File: src/hw/rtl/scc_edge_mem.sv
module scc_edge_mem #(
	parameter int unsigned AW = 8,
	parameter int unsigned DW = 12
) (
	input  logic          clk,
	input  logic          we,
	input  logic [AW-1:0] waddr,
	input  logic [DW-1:0] wdata,
	input  logic [AW-1:0] raddr,
	output logic [DW-1:0] rdata
);
	logic [DW-1:0] mem [2**AW];

	always_ff @(posedge clk) begin
		if (we) begin
			mem[waddr] <= wdata;
		end
		rdata <= mem[raddr];
	end
endmodule

File: config.mk
export PLATFORM = sky130hd
export DESIGN_NAME = scc_edge_mem
export DESIGN_NICKNAME = d
export VERILOG_FILES = /design/src/hw/rtl/scc_edge_mem.sv
export SDC_FILE = /design/constraint.sdc
export NUM_CORES = 2
export LEC_CHECK = 0
export BUFFER_PORTS_ARGS = -buffer_cell sky130_fd_sc_hd__buf_4
export CELL_PAD_IN_SITES_DETAIL_PLACEMENT = 1
export CELL_PAD_IN_SITES_GLOBAL_PLACEMENT = 2
export CORE_AREA = 2 2 517 519
export CTS_CLUSTER_DIAMETER = 40
export DETAILED_ROUTE_END_ITERATION = 10
export DIE_AREA = 0 0 519 521
export GPL_ROUTABILITY_DRIVEN = 1
export GPL_TIMING_DRIVEN = 0
export PLACE_DENSITY = 0.78
export SLEW_MARGIN = 20
export SYNTH_ARGS = -nofsm -noshare
export SYNTH_HDL_FRONTEND = slang
export SYNTH_SLANG_ARGS = --single-unit
File: constraint.sdc
create_clock -name clk -period 2.8 [get_ports clk]
set_input_delay 0.84 -clock clk [delete_from_list [all_inputs] [get_ports clk]]
set_output_delay 0.84 -clock clk [all_outputs]
set_load 0.005 [all_outputs]
======== After elaboration in Yosys (flattened, before gate mapping) ========
Memories as Yosys holds them, arrays and structs flattened. A register that Yosys moved wholly into a read port is not among the register bits.
Index checks and enable logic that the tools add are counted.
storage, ports and cells
  flip-flop bits (word level) ............. 0
  RAM bits ................................ 3072
  bits of input ports ..................... 30
  output and inout port bits .............. 12
  logic and storage cells ................. 3
  memories kept ........................... 1
cells by class
  mux-type cells .......................... 2
memories
  memory  depth  bits a word  read ports  clocked after memory_dff  wr ports  RTL line  RTL
  mem     256    12           1           1                         1         12        logic [DW-1:0] mem [2**AW];
operator list
  operator  count
  $mux 1    2

======== Logic depth before layout (Yosys ltp) ========
  depth in word-level cells ............... 2
  mapped depth ............................ 11
  depth with buffers taken out ............ 6

======== Worst setup path before layout ========
No wires, ideal clock.
  path kind ............................... input -> register
  start ................................... in waddr[3]
  end ..................................... mem mem[235][0], enable pin
  library setup time ...................... 0.380 ns
  arrival ................................. 2.451 ns
  required time ........................... 2.420 ns
  setup slack ............................. -0.031 ns
  stages on the path ...................... 6
  path buffers ............................ 3
  path through ............................ clkbuf_1 nor2b_1 clkbuf_1 nand4_1 clkbuf_1 nor2_1
RTL lines
  what         RTL line  RTL
  from (decl)  7         input logic [AW-1:0] waddr,
  to (decl)    12
No word-level cell before the write port.

======== Worst setup path after layout ========
  start ................................... in waddr[4]
  end ..................................... mem mem[14][9], enable pin
No word-level cell before the write port.

==> metrics.md <==
| Metric | Value |
|---|---|
| Gate Count Post-Synth | ~5500 |
| DP Wirelength | 294500 um |
| RR Startpoint | mem[245][1] |
| Largest cells by area after synthesis | edfxtp_1 (78%), mux4_2 (12%), mux2i_1 (1.9%) |
| Post-synth EDFFs | ~3000 |
| Worst-Margin Slew | 1.263 ns |
| DP Cell Count | 9196 |
| P_leak | 0.04598 uW |
| CP Capture Point | mem[14][9] |
| CP Capture Type | flop |
| Worst endpoint required time | 3.31 ns |
| Max clock buf depth | 4 |
| Critical path arrival | approximately 3.7 ns |
| Reg-to-reg slack, setup | -0.09 ns |
| P per Cell Area | 771.9 nW/um2 |
| Share of layout cells above drive strength 1 | 0.3807 |
| Final Cell Area | roughly 150000 um2 |
| Wire per inst | between 40 and 50 um |
| Critical R2R Capture | rdata[1] |
| Period utilization | 1.143 |
| Worst setup SP type | input pin |
| PnR worst setup slack | -0.4007 ns |
| Slew Viols, Final | 0 |
| Largest net degree at the start of global routing | 145 |
| Mean Syn Cell Area | 21.55 um2 |
| Chip height | 521 um |
| 1st-pass router iterations | 6 |
| Area growth, synth to finish | 23.07% |
| Sequential cell area fraction in the yosys report | 0.7796 |
| Layout Skew | roughly 0.09 ns |
| Yosys cell types | 61 |
| Initial antenna violation count | 39 |
| CTS Root Cell | clkbuf_16 |
| Worst VDD drop | 0.0005696 V |
| Post-synth ARST share | 0 |
| Setup violators final | 768 |
| Cell Count, Final, Fillers Out | 10094 |
| Clock tree from TritonCTS | done |
| Max Fclk | 312.4 MHz |
| Die Span X | 519 um |
| Synth warn | 0 |
| H-tree levels | 5 |
| Die ar. | 270400 um2 |
| DRC Markers | 0 |
| GRT Residual Overflow | 0 |
| Area leader, netlist | edfxtp_1 |
| Area fraction of the dominant cell type after synthesis | 0.7776 |
| I/O pin count | 42 |
| First-pass GRT wire length | 595800 um |
| Worst slew margin | 0.1583 |
| Clock latency on the worst-skew pair | 0.99 ns |
| Vias in the first global route | 67417 |
| CP max FO | 12 |
| GP Congestion | 1.006 |
| Number of I/O port buffers | 32 |
| Routed WL | 450500 um |
| RSZ-0062 raised after global routing | yes |
| Std cell rows | roughly 190 |
| Sink Count | slightly above 3000 |
| Main synth FF type | edfxtp_1 |
| Via/cell ratio | roughly 6.8 |
| Min Tclk post-route | 3.201 ns |
| Seq cells post-synth | 3084 |
| Maximum capacitance violations | 0 |
| TritonCTS Buffers | 417 |
| Status | complete, but fails checks |
| Critical Path Start | waddr[4] |
| Worst r2r path cells | 6 |
| Via count | 68623 |
| Syn nets | 5536 |
| Core box area | 264400 um2 |
| WS Path Type | input pin to flop |
| GR Util All Layers | 0.3270 |
| Post-route ant nets | 0 |
| Register clock-pin slew on the reported worst setup and hold paths | 0.06 ns |
| TNS Setup | -82.68 ns |
| Initial DRC count | 12540 |
| Mapped Area | 118600 um2 |
| # hold bufs at CTS | 0 |
| NumNets Final | 6224 |
| DP Area | 126300 um2 |
| Final Hold Viols | 0 |
| Initial Util | 0.4487 |
| Min-delay worst type | input pin to flop |
| Minimum hold slack | between 0.2 and 0.3 ns |
| Failing checks | setup timing |
-- cells in the final DEF, fill, tap and decap left out, types with 40 or more instances in the layout --
| cell type | n |
|---|---|
| clkbuf_1 | 51 |
| edfxtp_1 | 3072 |
| buf_6 | 114 |
| nor2_2 | 123 |
| mux4_2 | 636 |
| clkbuf_2 | 53 |
| buf_12 | 68 |
| inv_6 | 40 |
| a21oi_1 | 73 |
| clkinv_2 | 55 |
| clkinvlp_4 | 57 |
| clkbuf_16 | 420 |
| nor2_4 | 152 |
| buf_16 | 68 |
| clkinv_1 | 43 |
| mux2i_1 | 222 |
| buf_8 | 56 |
| bufinv_16 | 51 |
| a22oi_1 | 179 |
| buf_4 | 161 |
| clkinv_4 | 41 |
| o22ai_1 | 80 |
-- how the worst min path moves through the flow --
stage,from,end,slack [ns],cells past startpoint
3_3_place_gp,rdata[11],rdata[11],1.22,1
4_1_cts,wdata[7],mem[109][7],0.21,1
2_1_floorplan,mem[227][7],rdata[7],0.76,6
5_1_grt,wdata[7],mem[126][7],0.23,1
3_5_place_dp,wdata[7],mem[110][7],1.17,1
6_report,wdata[7],mem[109][7],0.25,1
-- worst max-delay path: stages --
cell	delay, ns
buf_4	0.17
nor2_1	0.55
nand2_1	0.56
clkbuf_1	0.62
nor2_2	0.94
-- Yosys cell counts, types with 5 or more instances --
library cell and n:
edfxtp_1 3072, a31oi_1 16, o221ai_1 53, buf_8 14
and3b_1 7, nor2b_1 37, nor3_1 33, o22ai_1 88
a22oi_1 215, a211oi_1 20, clkbuf_1 153, nand4_1 13
nor2_1 302, buf_4 33, a22o_1 19, dfxtp_1 12
mux4_2 636, buf_12 16, nand2b_1 9, a21oi_1 121
mux2i_1 223, nand2_1 45, mux2_1 7, or2_2 6
buf_6 35, o32ai_1 11, and3_1 6, nand3_1 32
mux2_2 28, o31ai_1 5, o21ai_0 34, a311oi_1 5
nor4_1 34, buf_1 15, a221oi_1 19, buf_2 72
-- through the flow --
stage	worst slack, ns	utilization	total power, uW
after floorplan	-0.03147	-	54350
after global placement	-4.029	0.4664	57590
after detailed placement	-2.894	0.4776	57890
after CTS	-0.2388	0.5443	111900
after global routing	-0.3068	0.5521	114100
final	-0.4007	0.5522	112700
-- state kept, by name, summed over array words and instances, names as in the netlist --
name	flops
mem	3072
rdata	12
-- metal layers --
metal	wire length (um)	GRT usage
met5	169	0.0008775
met4	35720	0.2138
met3	66340	0.1256
met2	195100	0.4708
met1	153100	0.4144
-- logic make-up (layout without fill, tap and decap cells) --
group,count (synthesis),after routing,share of synthesized area
buffers and inverters,341,1378,0.01833
and+or+nand+nor,550,550,0.02172
DFF,3084,3084,0.7796
other,0,18,0
muxes,894,894,0.1429
AOI/OAI and AO/OA,637,637,0.03745
-- cell type report --
class | instances | area (um2)
diodes | 18 | 45.04
plain buffers | 331 | 4005
clock buffers | 455 | 10640
clock inverters | 313 | 3603
fillers | 22541 | 118400
inverters | 3 | 16.27
multi-input cells | 2081 | 27290
flip-flops and latches | 3084 | 92490
well taps | 3533 | 4420
repair buffers | 276 | 3483
-- repair_timing --
item | CTS | global route
setup buffers | 24 | 96
pin swaps | 32 | 34
resized for setup | 788 | 300
endpoints found under the setup margin | 2371 | 1546
endpoints found under the hold margin | 0 | 0
-- where the power goes --
group          leakage, uW  switching [uW]  total (uW)  internal, uW
Combinational       0.0115            5020        7300          2280
Sequential          0.0277            37.5       51000         50900
Clock              0.00680           21800       54500         32600
No activity file was read; power rests on OpenSTA's default activity.
